<file path="config.mk">
export PLATFORM = sky130hd
export DESIGN_NAME = tfm_slot
export DESIGN_NICKNAME = d
export VERILOG_FILES = /design/src/rtl/tfm_pkg.sv /design/src/rtl/tfm_ram.sv /design/src/rtl/tfm_slot.sv
export SDC_FILE = /design/constraint.sdc
export NUM_CORES = 1
export LEC_CHECK = 0
export ABC_AREA = 1
export BUFFER_PORTS_ARGS = -buffer_cell sky130_fd_sc_hd__buf_2
export CELL_PAD_IN_SITES_DETAIL_PLACEMENT = 1
export CELL_PAD_IN_SITES_GLOBAL_PLACEMENT = 1
export CORE_MARGIN = 10
export CORE_UTILIZATION = 35
export DETAILED_ROUTE_END_ITERATION = 10
export PLACE_DENSITY = 0.59
export SKIP_CTS_REPAIR_TIMING = 1
export SLEW_MARGIN = 25
export SYNTH_ARGS = -nofsm -noshare
export SYNTH_HDL_FRONTEND = slang
export SYNTH_HIERARCHICAL = 1
export SYNTH_SLANG_ARGS = --single-unit
</file>
<file path="constraint.sdc">
create_clock -name clk -period 5.6 [get_ports clk]
set_clock_uncertainty 0.2 [all_clocks]
set_input_delay 1.12 -clock clk [delete_from_list [all_inputs] [get_ports clk]]
set_output_delay 1.12 -clock clk [all_outputs]
set_load 0.1 [all_outputs]
</file>
<file path="src/rtl/tfm_pkg.sv">
// Package: shared types and constants for the topic filter matcher.
`timescale 1ns / 1ps
package tfm_pkg;

  localparam int NUM_FILTERS_DEF    = 8;
  localparam int MAX_FILTER_LEN_DEF = 64;

  localparam int KIND_W   = 2;
  localparam int SLOT_W   = 3;
  localparam int OFFSET_W = 6;
  localparam int BYTE_W   = 8;
  localparam int LEN_W    = 7;
  localparam int MASK_W   = 8;

  localparam logic [BYTE_W-1:0] SLASH_BYTE = 8'd47;
  localparam logic [BYTE_W-1:0] HASH_BYTE  = 8'd35;
  localparam logic [BYTE_W-1:0] PLUS_BYTE  = 8'd43;

  typedef enum logic [KIND_W-1:0] {
    KIND_FILTER_BYTE = 2'd0,
    KIND_FILTER_LEN  = 2'd1,
    KIND_TOPIC_BYTE  = 2'd2,
    KIND_TOPIC_END   = 2'd3
  } kind_t;

  typedef enum logic [1:0] {
    ST_COMPARING = 2'd0,
    ST_FAILED    = 2'd1,
    ST_MATCHED   = 2'd2
  } status_t;

  typedef enum logic [1:0] {
    MODE_START   = 2'd0,
    MODE_LITERAL = 2'd1,
    MODE_PLUS    = 2'd2
  } seg_mode_t;

  // Per-slot control from the top level, one item per cycle while the input channel is ready.
  typedef struct packed {
    logic              topic_byte;
    logic              topic_end;
    logic [BYTE_W-1:0] data;
    logic              wr_en;
    logic [OFFSET_W-1:0] wr_offset;
  } slot_ctl_t;

endpackage

</file>
<file path="src/rtl/tfm_ram.sv">
// Generic simple dual-port RAM, one write port, one registered read port.
`timescale 1ns / 1ps
module tfm_ram #(
  parameter int WIDTH  = 8,
  parameter int DEPTH  = 32,
  parameter int ADDR_W = 5
) (
  input  logic              clk,
  input  logic              we,
  input  logic [ADDR_W-1:0] waddr,
  input  logic [WIDTH-1:0]  wdata,
  input  logic [ADDR_W-1:0] raddr,
  output logic [WIDTH-1:0]  rdata
);
  logic [WIDTH-1:0] mem [DEPTH];

  always_ff @(posedge clk) begin
    if (we) begin
      mem[waddr] <= wdata;
    end
    rdata <= mem[raddr];
  end
endmodule

</file>
<file path="src/rtl/tfm_slot.sv">
// One filter slot: even/odd byte banks and the segment matching state.
`timescale 1ns / 1ps
module tfm_slot #(
  parameter int MAX_FILTER_LEN = tfm_pkg::MAX_FILTER_LEN_DEF
) (
  input  logic                      clk,
  input  logic                      rst_n,
  input  tfm_pkg::slot_ctl_t        ctl,
  input  logic [tfm_pkg::LEN_W-1:0] len,
  output logic                      end_match
);
  localparam int EVEN_DEPTH = (MAX_FILTER_LEN + 1) / 2;
  localparam int ODD_DEPTH  = MAX_FILTER_LEN / 2;
  localparam int AW = (EVEN_DEPTH > 1) ? $clog2(EVEN_DEPTH) : 1;

  logic [tfm_pkg::LEN_W-1:0] cursor_r, cursor_nxt;
  tfm_pkg::status_t          status_r, status_nxt;
  tfm_pkg::seg_mode_t        mode_r, mode_nxt;

  logic [tfm_pkg::LEN_W-1:0] e_pos, o_pos;
  logic [AW-1:0]             e_raddr, o_raddr, wr_addr;
  logic                      wr_even, wr_odd;
  logic [tfm_pkg::BYTE_W-1:0] e_rdata, o_rdata, e_byte, o_byte;
  logic                      fwd_e_r, fwd_o_r;
  logic [tfm_pkg::BYTE_W-1:0] fwd_data_r;
  logic [tfm_pkg::BYTE_W-1:0] b0, b1;
  logic [tfm_pkg::LEN_W:0]   c_ext, c1, len_ext;
  logic                      c_past_end, c1_past_end;
  logic                      one_hash, one_plus;
  tfm_pkg::seg_mode_t        eff_mode;

  // Bank addresses for bytes at cursor_nxt and cursor_nxt+1
  assign e_pos   = (cursor_nxt + 7'd1) >> 1;
  assign o_pos   = cursor_nxt >> 1;
  assign e_raddr = e_pos[AW-1:0];
  assign o_raddr = o_pos[AW-1:0];
  assign wr_addr = AW'(ctl.wr_offset >> 1);
  assign wr_even = ctl.wr_en && !ctl.wr_offset[0];
  assign wr_odd  = ctl.wr_en && ctl.wr_offset[0];

  tfm_ram #(.WIDTH(tfm_pkg::BYTE_W), .DEPTH(EVEN_DEPTH), .ADDR_W(AW)) u_even (
    .clk(clk), .we(wr_even), .waddr(wr_addr), .wdata(ctl.data),
    .raddr(e_raddr), .rdata(e_rdata)
  );
  tfm_ram #(.WIDTH(tfm_pkg::BYTE_W), .DEPTH(ODD_DEPTH), .ADDR_W(AW)) u_odd (
    .clk(clk), .we(wr_odd), .waddr(wr_addr), .wdata(ctl.data),
    .raddr(o_raddr), .rdata(o_rdata)
  );

  // Write to the address being read: forward the new byte
  always_ff @(posedge clk) begin
    fwd_e_r    <= wr_even && (wr_addr == e_raddr);
    fwd_o_r    <= wr_odd && (wr_addr == o_raddr);
    fwd_data_r <= ctl.data;
  end

  assign e_byte = fwd_e_r ? fwd_data_r : e_rdata;
  assign o_byte = fwd_o_r ? fwd_data_r : o_rdata;
  assign b0 = cursor_r[0] ? o_byte : e_byte;
  assign b1 = cursor_r[0] ? e_byte : o_byte;

  assign c_ext       = {1'b0, cursor_r};
  assign c1          = c_ext + 8'd1;
  assign len_ext     = {1'b0, len};
  assign c_past_end  = c_ext >= len_ext;
  assign c1_past_end = c1 >= len_ext;
  assign one_hash = (b0 == tfm_pkg::HASH_BYTE) && (c1_past_end || b1 == tfm_pkg::SLASH_BYTE);
  assign one_plus = (b0 == tfm_pkg::PLUS_BYTE) && (c1_past_end || b1 == tfm_pkg::SLASH_BYTE);

  always_comb begin
    case (mode_r)
      tfm_pkg::MODE_START:   end_match = c_past_end || one_hash;
      tfm_pkg::MODE_PLUS:    end_match = c1_past_end;
      default:               end_match = c_past_end;
    endcase
    case (status_r)
      tfm_pkg::ST_MATCHED: end_match = 1'b1;
      tfm_pkg::ST_FAILED:  end_match = 1'b0;
      default: ;
    endcase
  end

  always_comb begin
    cursor_nxt = cursor_r;
    status_nxt = status_r;
    mode_nxt   = mode_r;
    eff_mode   = mode_r;
    if (ctl.topic_byte && status_r == tfm_pkg::ST_COMPARING) begin
      if (mode_r == tfm_pkg::MODE_START) begin
        if (c_past_end) begin
          status_nxt = tfm_pkg::ST_FAILED;
        end else if (one_hash) begin
          status_nxt = tfm_pkg::ST_MATCHED;
        end else begin
          eff_mode = one_plus ? tfm_pkg::MODE_PLUS : tfm_pkg::MODE_LITERAL;
        end
      end
      if (status_nxt == tfm_pkg::ST_COMPARING) begin
        mode_nxt = eff_mode;
        if (eff_mode == tfm_pkg::MODE_PLUS) begin
          if (ctl.data == tfm_pkg::SLASH_BYTE) begin
            if (c1_past_end) begin
              status_nxt = tfm_pkg::ST_FAILED;
            end else begin
              cursor_nxt = cursor_r + 7'd2;
              mode_nxt   = tfm_pkg::MODE_START;
            end
          end
        end else if (!c_past_end && b0 == ctl.data) begin
          cursor_nxt = cursor_r + 7'd1;
          if (ctl.data == tfm_pkg::SLASH_BYTE) begin
            mode_nxt = tfm_pkg::MODE_START;
          end
        end else begin
          status_nxt = tfm_pkg::ST_FAILED;
        end
      end
    end
    if (ctl.topic_end || !rst_n) begin
      cursor_nxt = '0;
      status_nxt = tfm_pkg::ST_COMPARING;
      mode_nxt   = tfm_pkg::MODE_START;
    end
  end

  always_ff @(posedge clk) begin
    cursor_r <= cursor_nxt;
    status_r <= status_nxt;
    mode_r   <= mode_nxt;
  end
endmodule

</file>
==> summary.md, run 1 <==
| Metric | Value |
|---|---|
| Total net switching power | `1.77 mW` |
| Average wire length per cell after detail routing | `22.1 µm` |
| EDFF count, synth | `512` |
| Crit Path Class | `reg2reg` |
| Clock tree from TritonCTS | `yes` |
| Cell area after placement | `0.0252 mm²` |
| FILL cells | `7613` |
| Warnings, synthesis | `6` |
| Antenna violations before repair | `0` |
| Critical Path End | `u_even/rdata[3]` |
| Area of the multi-input gates | `0.00693 mm²` |
| FF-to-FF Start | `cursor_r[2]` |
| Slowest stage delay, CP | `0.49 ns` |
| Clock slew at the register clock pins of the worst setup and hold paths | `0.06 ns` |
| ANT nets after route | `0` |
| Root Buffer Master | `clkbuf_16` |
| First-pass GRT wire length | `110000 µm` |
| Slowest cell on the critical path | `dfxtp_1` |
| Sequential cell fraction of total power | `53.8%` |
| Syn Inst Count | `2313` |
| Synth cell types | `41` |
| Most used flip-flop cell after synthesis | `edfxtp_1` |
| Highest net fanout along the worst path | `56` |
| Most repeated library cell on the critical path | `nand2_1` |
| Buffers from clock root to sink, at most | `3` |
| Htree depth | `2` |
| Register-to-Register Setup Slack | `0.38 ns` |
| Antenna diodes | `0` |
| Worst slack at placement | `0.211 ns` |
| Highest achievable clock rate | `192 MHz` |
| RSZ-0062 raised after global routing | `false` |
| Max VDD drop | `0.000231 V` |
| Final count of pins violating max slew | `0` |
| Synthesized flop and latch total | `549` |
| Internal Dissipation | `6.64 mW` |
| Clk Latency, worst-skew pair | `0.62 ns` |
| Number of violations of the max-capacitance limit | `0` |
| Placeable core region | `0.0687 mm²` |
| Outcome | `finished clean` |
| Setup violators final | `0` |
| Setup crit start | `cursor_r[2]` |
| Leak Pwr | `10.1 nW` |
| Switching Share | `21.0%` |
| Detailed router's first-iteration violation count | `1330` |
| Data arrival time of the worst path | `5.52 ns` |
| CTS Buf Count | `58` |
| Final worst slack | `0.382 ns` |
| Overall die area | `0.0802 mm²` |
| DRC violation count after routing | `0` |
| Min Tclk post-route | `5.22 ns` |
| Routed Wire Length | `73100 µm` |
| Relative slew slack | `33.5%` |
| Syn avg cell area | `10.5 µm²` |
| Height of the chip | `283 µm` |
| Hold violation count in the final report | `0` |
| Area growth from synthesis to layout | `11.2%` |
| Core Rows | `96` |
| Total Negative Setup Slacks | `0 ns` |
| Register area | `0.0161 mm²` |
| Number of nets in the final layout | `2374` |
| Maximum number of pins on one net before global-route repair | `131` |
| Die W | `283 µm` |
| Critical R2R Capture | `u_even/rdata[3]` |
| GRT Util Overall | `17.7%` |
| Crit share post-route | `93.2%` |
| Total half-perimeter wirelength after legalization and detailed placement | `45800 µm` |
| Initial Util | `35.3%` |
| Data required time of the critical path | `5.90 ns` |
| Startpoint kind of the worst setup timing path | `flip-flop` |
| Fraction of final layout cells sized beyond drive strength 1 | `8.18%` |
| Net count after synthesis | `2358` |
| Critical path endpoint category | `flip-flop` |
| Sequential cell area fraction in the yosys report | `66.4%` |
| I/O pins | `27` |
| Post-route cell area | `0.0270 mm²` |
| FFs w/ async S/R, synth | `0%` |
| Worst Reg2Reg Path Length in Cells | `30` |
| Vias per cell | `5.14` |
| Placer congestion estimate | `0.835` |
| Total standard cell area after synthesis | `0.0243 mm²` |
| Port Buffers | `26` |
| Clock network fraction of design power | `43.7%` |
| Vias in the first global route | `17300` |
| Class of the tightest hold or removal check | `reg2reg` |
| Power per cell area | `312 mW/mm²` |
| Total number of clock tree sinks | `549` |
| Overall via count from detail_route | `17000` |
| Worst Tran Pin Value | `0.998 ns` |
| Combinational group share of total power | `2.5%` |
| Grt ovf | `0` |
| Number of detailed-route iterations in the first pass | `5` |
[per-stage QoR]
stage / util, % / hold slack [ns] / std cells / power, mW
finish: 39.2 / 0.282 / 3304 / 8.41
CTS: 39.2 / 0.286 / 3304 / 8.50
global placement: 36.6 / 0.272 / 3200 / 4.82
detailed placement: 36.6 / 0.277 / 3200 / 4.82
global route: 39.2 / 0.310 / 3304 / 8.67
floorplan: - / 0.251 / 2313 / 4.67
[routing by layer]
| layer | wire length, µm | GRT usage, % |
|---|---|---|
| met5 | 0 | 0 |
| met4 | 1680 | 4.64 |
| met3 | 3650 | 2.94 |
| met2 | 33500 | 28.0 |
| met1 | 34300 | 24.9 |
[placed cells by master, fill, tap and decap left out, types with 9 or more instances in the layout]
| cell type | n |
|---|---|
| nand2_2 | 9 |
| a21oi_1 | 15 |
| edfxtp_1 | 512 |
| buf_4 | 28 |
| nand3_1 | 455 |
| buf_12 | 12 |
| clkinv_1 | 17 |
| buf_2 | 26 |
| clkbuf_1 | 9 |
| dfxtp_1 | 37 |
| nand2_1 | 889 |
| ha_1 | 18 |
| clkbuf_16 | 59 |
| clkinv_2 | 13 |
| nor2_1 | 102 |
| nand3_2 | 10 |
| inv_1 | 85 |
[state kept, by name, indices dropped and copies added (netlist names)]
signal / count
status_r: 2
u_even/rdata: 8
fwd_e_r: 1
u_odd/mem: 256
u_odd/rdata: 8
fwd_data_r: 8
u_even/mem: 256
cursor_r: 7
mode_r: 2
fwd_o_r: 1
[kinds of logic after synthesis]
kind of cell             count (synthesis)  share of synthesized area (%)
AO/OA/AOI/OAI                           31                          0.784
XOR/XNOR                                11                          0.397
adder cells (fa/ha/maj)                 19                          0.980
buffers and inverters                  209                           5.11
flip-flops                             549                           66.4
AND/OR/NAND/NOR                       1494                           26.3
[critical path: cells and delay by family (launching register included)]
kind,cells,cell delay [ns]
buffers and inverters,3,0.64
AOI/OAI and AO/OA,2,0.39
xor gates and xnor gates,1,0.24
DFF,1,0.49
and+or+nand+nor,21,2.18
adders and majority gates,3,0.88
[cell type report]
class                           instances  area share, %
Sequential cell                       549           59.8
Multi-Input combinational cell       1555           25.7
Clock buffer                           75           5.96
Tap cell                              931           4.32
Timing Repair Buffer                   66           2.15
Inverter                               99           1.41
Clock inverter                         29          0.691
[cell usage after synthesis, types with 2 or more instances]
cell type	number	share of area (%)
nor2_2	6	0.15
buf_6	50	2.3
nand2_2	9	0.23
a21oi_4	2	0.13
ha_1	19	0.98
buf_1	4	0.062
inv_2	8	0.12
o21ai_0	8	0.17
xnor2_1	2	0.072
a21oi_1	15	0.31
nand2_1	889	14
nand3_1	455	9.4
clkinv_1	2	0.031
buf_2	32	0.66
nor2_1	103	1.6
clkbuf_1	14	0.22
nand4_1	6	0.15
nand3_2	10	0.41
nor2_4	2	0.093
xor2_1	9	0.32
inv_1	88	1.4
dfxtp_1	37	3.1
buf_4	10	0.31
nand3b_1	2	0.062
nor3_1	3	0.062
nor4_1	2	0.052
edfxtp_1	512	63
[worst min-delay path by stage]
stage	slack, ns	end	depth (start not counted)	startpoint
finish	0.28	mode_r[1]	2	mode_r[1]
detailed placement	0.28	mode_r[1]	2	mode_r[1]
global route	0.31	mode_r[1]	2	mode_r[1]
floorplan	0.25	mode_r[1]	2	mode_r[1]
CTS	0.29	mode_r[1]	2	mode_r[1]
global placement	0.27	mode_r[1]	2	mode_r[1]
[power by group through the flow]
stage                     clock network (mW)  logic (mW)  registers, mW
after global placement                     0       0.210           4.61
after CTS                               3.76       0.217           4.52
final                                   3.67       0.212           4.52
after global routing                    3.91       0.233           4.52
after detailed placement                   0       0.217           4.61
after floorplan                            0      0.0672           4.61
Power figures use the tool's default switching activity.
==> inputs of run 2 (changes only) <==
--- a/config.mk
+++ b/config.mk
@@ -13,6 +13,7 @@
 export CORE_UTILIZATION = 35
 export DETAILED_ROUTE_END_ITERATION = 10
 export PLACE_DENSITY = 0.59
+export RECOVER_POWER = 100
 export SKIP_CTS_REPAIR_TIMING = 1
 export SLEW_MARGIN = 25
 export SYNTH_ARGS = -nofsm -noshare
==> run 2 against run 1 <==
Effect of this change:
- the run now ends with max-capacitance violations, max-slew violations left
- flip-flop and latch count stayed put
- combinational power down 2%
- hold slack hardly changed
- utilization shrank 0.087 points
- cell area is 0.22% lower
- clock-buffer cell count did not move
- sequential power hardly changed
- largest cell class unchanged
==> summary.md, run 2 (synthesized netlist as in run 1, its figures left out) <==
| Metric | Value |
|---|---|
| Number of nets in the final layout | `2374` |
| Average wire length per cell after detail routing | `22.1 µm` |
| Placer congestion estimate | `0.835` |
| Core Rows | `96` |
| DRC violation count after routing | `0` |
| Antenna violations before repair | `0` |
| Vias per cell | `5.15` |
| Most Used Layer, Global Route | `met2` |
| Class of the tightest hold or removal check | `reg2reg` |
| Data required time of the critical path | `5.89 ns` |
| Combinational group share of total power | `2.5%` |
| Met1 Track Usage GR | `24.9%` |
| First-pass GRT wire length | `110000 µm` |
| Number of detailed-route iterations in the first pass | `5` |
| Min Tclk post-route | `5.22 ns` |
| Port Buffers | `26` |
| Relative slew slack | `-181%` |
| Routed Wire Length | `73100 µm` |
| Switching Share | `21.0%` |
| Worst Tran Pin Value | `4.22 ns` |
| I/O pins | `27` |
| Setup violators final | `0` |
| Total net switching power | `1.77 mW` |
| Initial Util | `35.3%` |
| Root Buffer Master | `clkbuf_16` |
| Slowest cell on the critical path | `dfxtp_1` |
| Clock network fraction of design power | `43.7%` |
| Vias in the first global route | `17300` |
| Violated checks | `max-capacitance violations, max-slew violations` |
| Maximum number of pins on one net before global-route repair | `131` |
| Clk Latency, worst-skew pair | `0.62 ns` |
| Crit Path Class | `reg2reg` |
| Clock slew at the register clock pins of the worst setup and hold paths | `0.06 ns` |
| Critical path endpoint category | `flip-flop` |
| Data arrival time of the worst path | `5.51 ns` |
| Global-route met3 utilization | `2.94%` |
| Startpoint kind of the worst setup timing path | `flip-flop` |
| Number of violations of the max-capacitance limit | `8` |
| Buffers from clock root to sink, at most | `3` |
| Grt ovf | `0` |
| Met2 Track Usage GR | `28.0%` |
| Overall via count from detail_route | `17000` |
| Leak Pwr | `10.1 nW` |
| Final worst slack | `0.384 ns` |
| ANT nets after route | `0` |
| Overall die area | `0.0802 mm²` |
| Highest achievable clock rate | `192 MHz` |
| Final count of pins violating max slew | `373` |
| Area growth from synthesis to layout | `10.9%` |
| Power per cell area | `313 mW/mm²` |
| Total number of clock tree sinks | `549` |
| Internal Dissipation | `6.64 mW` |
| Crit share post-route | `93.1%` |
| Most used cells in the layout excluding fill and tap cells | `nand2_1 (889), edfxtp_1 (512), nand3_1 (455), nor2_1 (102), inv_1 (85)` |
| Most common library cell in the layout ignoring fill and taps | `nand2_1` |
| Max VDD drop | `0.000232 V` |
| CTS Buf Count | `58` |
| Clock tree from TritonCTS | `yes` |
| Biggest regs | `u_even/mem: 256 flops, u_odd/mem: 256 flops` |
| Hold violation count in the final report | `0` |
| Detailed router's first-iteration violation count | `1293` |
| RSZ-0062 raised after global routing | `false` |
| Slowest stage delay, CP | `0.49 ns` |
| Height of the chip | `283 µm` |
| Highest net fanout along the worst path | `59` |
| Total Negative Setup Slacks | `0 ns` |
| Total half-perimeter wirelength after legalization and detailed placement | `45800 µm` |
| Htree depth | `2` |
| Sequential cell fraction of total power | `53.8%` |
| Most repeated library cell on the critical path | `nand2_1` |
| Worst slack at placement | `0.211 ns` |
| Die W | `283 µm` |
| Antenna diodes | `0` |
| Outcome | `finished with violations` |
| Placeable core region | `0.0687 mm²` |
| GRT Util Overall | `17.7%` |
| Fraction of final layout cells sized beyond drive strength 1 | `7.25%` |
## run 2: cell types whose count changed in the layout (fill, tap and decap cells not counted)
cell	before	now
buf_2	26	17
buf_4	28	15
clkbuf_1	9	31
## run 2: through the flow
step	util (%)	std cells	instance area (µm²)	hold slack, ns	power (mW)
after floorplan	-	2313	24300	0.251	4.67
after global placement	36.6	3200	25200	0.272	4.82
after detailed placement	36.6	3200	25200	0.277	4.82
after CTS	39.2	3304	26900	0.286	8.50
after global routing	39.2	3304	26900	0.310	8.67
final	39.2	3304	26900	0.282	8.41
## run 2: worst max-delay path, delay by kind of cell (launching register included)
kind | cells | cell delay, ns
AND/OR/NAND/NOR | 21 | 2.20
buffers and inverters | 3 | 0.69
adder cells (fa/ha/maj) | 3 | 0.88
flip-flops | 1 | 0.49
AO/OA/AOI/OAI | 2 | 0.39
XOR/XNOR | 1 | 0.24
## run 2: path summary, 6_finish.rpt
path,from,endpoint,slack (ns),cells past startpoint
worst max register to register,cursor_r[2],u_even/rdata[5],0.38,30
worst min-delay path,mode_r[1],mode_r[1],0.28,2
worst min register to register,mode_r[1],mode_r[1],0.28,2
worst max-delay path,cursor_r[2],u_even/rdata[5],0.38,30
## run 2: area by class of cell
type / count / area, µm²
clock buffer: 75 / 1610
clock inverter: 29 / 186
fill: 7619 / 41800
inverter: 99 / 379
multi-input combinational: 1555 / 6930
sequential: 549 / 16100
tap: 931 / 1160
timing repair buffer: 66 / 520
## run 2: metal layers
layer	wire length [µm]	vias to the layer above	share of wire [%]
li1	-	7901	-
met1	34300	8667	47
met2	33400	365	46
met3	3650	98	5.0
met4	1800	0	2.5
met5	0	-	0
## run 2: power by group through the flow
| stage | clock [mW] | combinational [mW] | sequential, mW |
|---|---|---|---|
| after floorplan | 0 | 0.0672 | 4.61 |
| after global placement | 0 | 0.210 | 4.61 |
| after detailed placement | 0 | 0.217 | 4.61 |
| after CTS | 3.76 | 0.217 | 4.52 |
| after global routing | 3.91 | 0.228 | 4.53 |
| final | 3.67 | 0.208 | 4.53 |
==> inputs of run 3 (changes only) <==
--- a/config.mk
+++ b/config.mk
@@ -9,8 +9,10 @@
 export BUFFER_PORTS_ARGS = -buffer_cell sky130_fd_sc_hd__buf_2
 export CELL_PAD_IN_SITES_DETAIL_PLACEMENT = 1
 export CELL_PAD_IN_SITES_GLOBAL_PLACEMENT = 1
+export CORE_ASPECT_RATIO = 0.5
 export CORE_MARGIN = 10
 export CORE_UTILIZATION = 35
+export CTS_CLUSTER_DIAMETER = 40
 export DETAILED_ROUTE_END_ITERATION = 10
 export PLACE_DENSITY = 0.59
 export RECOVER_POWER = 100
==> run 3 against run 2 <==
Effect of this change:
- the run still ends with max-capacitance violations, max-slew violations left
- via count decreased by 1.8%
- clock-buffer cell count decreased by 6
- total power increased by 2.6%
- flip-flop and latch count unchanged
- critical path type unchanged
- critical endpoint is now u_odd/rdata[6]
- largest power group unchanged
- highest routed layer unchanged
==> summary.md, run 3 (synthesized netlist as in run 1, its figures left out) <==
| Metric | Value |
|---|---|
| Worst Tran Pin Value | `4.06 ns` |
| Sequential cell fraction of total power | `52.5%` |
| GRT Util Overall | `18.1%` |
| Number of cells in the design after placement | `3180` |
| Root Buffer Master | `clkbuf_16` |
| Min-Delay Endpoint | `mode_r[1]` |
| CTS Buf Count | `57` |
| Total net switching power | `1.91 mW` |
| Detailed router's first-iteration violation count | `1129` |
| Internal Dissipation | `6.71 mW` |
| Total number of clock tree sinks | `549` |
| Core Rows | `68` |
| Vias in the first global route | `17000` |
| Cell area after placement | `0.0251 mm²` |
| Power per cell area | `319 mW/mm²` |
| Violated checks | `max-capacitance violations, max-slew violations` |
| Post-route cell area | `0.0270 mm²` |
| Class of the tightest hold or removal check | `reg2reg` |
| RSZ-0062 raised after global routing | `false` |
| Average wire length per cell after detail routing | `22.4 µm` |
| Register-to-Register Setup Slack | `0.38 ns` |
| Uppermost layer routed | `met4` |
| Crit Path Class | `reg2reg` |
| Switching Share | `22.2%` |
| Port Buffers | `26` |
| Highest achievable clock rate | `192 MHz` |
| DRC violation count after routing | `0` |
| Data required time of the critical path | `5.98 ns` |
| Worst Reg2Reg Path Length in Cells | `27` |
| Maximum number of pins on one net before global-route repair | `76` |
| Critical path endpoint category | `flip-flop` |
| Most common library cell in the layout ignoring fill and taps | `nand2_1` |
| Overall via count from detail_route | `16700` |
| Area of the multi-input gates | `0.00693 mm²` |
| Crit share post-route | `93.2%` |
| Number of nets in the final layout | `2374` |
| Source of the worst hold timing path | `mode_r[1]` |
| Overall die area | `0.0809 mm²` |
| First-pass GRT wire length | `111000 µm` |
| Wire length on met1 | `36000 µm` |
| Data arrival time of the worst path | `5.60 ns` |
| Clk Latency, worst-skew pair | `0.65 ns` |
| Biggest regs | `u_even/mem: 256 flops, u_odd/mem: 256 flops` |
| Hold violation count in the final report | `0` |
| Clock slew at the register clock pins of the worst setup and hold paths | `0.07 ns` |
| Number of stages on the worst hold path | `2` |
| Relative slew slack | `-171%` |
| Area growth from synthesis to layout | `11.5%` |
| Total half-perimeter wirelength after legalization and detailed placement | `45300 µm` |
| Htree depth | `2` |
| Highest net fanout along the worst path | `19` |
| Non-Filler Instances | `3290` |
| Buffers from clock root to sink, at most | `3` |
| I/O pins | `27` |
| Combinational group share of total power | `2.4%` |
| Setup violators final | `0` |
| Number of detailed-route iterations in the first pass | `4` |
| Placeable core region | `0.0688 mm²` |
| Routed Wire Length | `73600 µm` |
| Placer congestion estimate | `0.818` |
| Grt ovf | `0` |
| Antenna violations before repair | `3` |
| Total Power | `8.62 mW` |
| Setup crit start | `cursor_r[2]` |
| Min Tclk post-route | `5.22 ns` |
| Clock network fraction of design power | `45.1%` |
| Critical R2R Capture | `u_odd/rdata[6]` |
| Vias per cell | `5.08` |
| Clock tree from TritonCTS | `yes` |
| Height of the chip | `206 µm` |
| FF-to-FF Start | `cursor_r[2]` |
| Total length of routed met2 wires | `33600 µm` |
| Leak Pwr | `10.1 nW` |
| Max VDD drop | `0.000230 V` |
| Die W | `392 µm` |
| Number of violations of the max-capacitance limit | `7` |
| ANT nets after route | `0` |
| Final count of pins violating max slew | `344` |
| Initial Util | `35.2%` |
| Fraction of final layout cells sized beyond drive strength 1 | `8.07%` |
| Outcome | `finished with violations` |
| FILL cells | `7473` |
| Detailed-routed wire length on met3 | `2890 µm` |
| Startpoint kind of the worst setup timing path | `flip-flop` |
| Register area | `0.0161 mm²` |
| Most used cells in the layout excluding fill and tap cells | `nand2_1 (889), edfxtp_1 (512), nand3_1 (455), nor2_1 (102), inv_1 (86)` |
==> run 3: per-layer routing <==
layer	track usage (%)	vias up
met5	0	-
met1	26.0	8439
met3	2.74	74
met2	28.8	286
met4	3.64	0
li1	-	7923
==> run 3: metrics by stage <==
step	util (%)	hold slack, ns	setup slack, ns	setup TNS [ns]
floorplan	-	0.251	0.0116	0
global placement	36.5	0.292	0.0886	0
detailed placement	36.5	0.305	0.00943	0
CTS	39.3	0.314	-0.0855	-0.0855
global route	39.3	0.364	0.0214	0
finish	39.3	0.304	0.381	0
==> run 3: how the worst max path moves through the flow <==
stage	slack [ns]	end	cells past startpoint
floorplan	0.01	end_match	12
global placement	0.09	u_even/rdata[6]	29
detailed placement	0.009	u_even/rdata[6]	31
CTS	-0.09	u_even/rdata[6]	31
global route	0.02	u_odd/rdata[2]	27
finish	0.38	u_odd/rdata[6]	27
==> run 3: area by class of cell <==
type	count	area share, %
Clock inverter	39	1.48
Sequential cell	549	59.6
Tap cell	910	4.21
Antenna cell	2	0.0185
Multi-Input combinational cell	1555	25.6
Timing Repair Buffer	67	2.00
Clock buffer	69	5.63
Inverter	99	1.41
==> run 3: power groups by stage <==
stage               sequential (mW)  combinational [mW]  clock [mW]
floorplan                      4.61              0.0672           0
global placement               4.61               0.208           0
detailed placement             4.61               0.213           0
CTS                            4.52               0.213        4.00
global route                   4.53               0.226        4.17
finish                         4.53               0.204        3.89
==> run 3: worst max-delay path, cell delays in order (launching register included) <==
cell and delay (ns):
dfxtp_2 0.43, ha_1 0.29, nand2_1 0.12, nor2_2 0.20
xor2_2 0.24, ha_1 0.29, nand2_1 0.07, nand2_1 0.05
a21oi_1 0.13, nand2_1 0.10, a21oi_4 0.27, inv_1 0.07
nor2_1 0.21, inv_1 0.11, a21oi_1 0.18, nand2_1 0.09
nand3_2 0.10, nand3_4 0.11, inv_1 0.43, inv_2 0.36
clkbuf_2 0.35, nand3_1 0.20, nand3_1 0.13, nand2_1 0.10
nand2_1 0.05, nand2_1 0.12, nand2_1 0.07, nand2_1 0.08
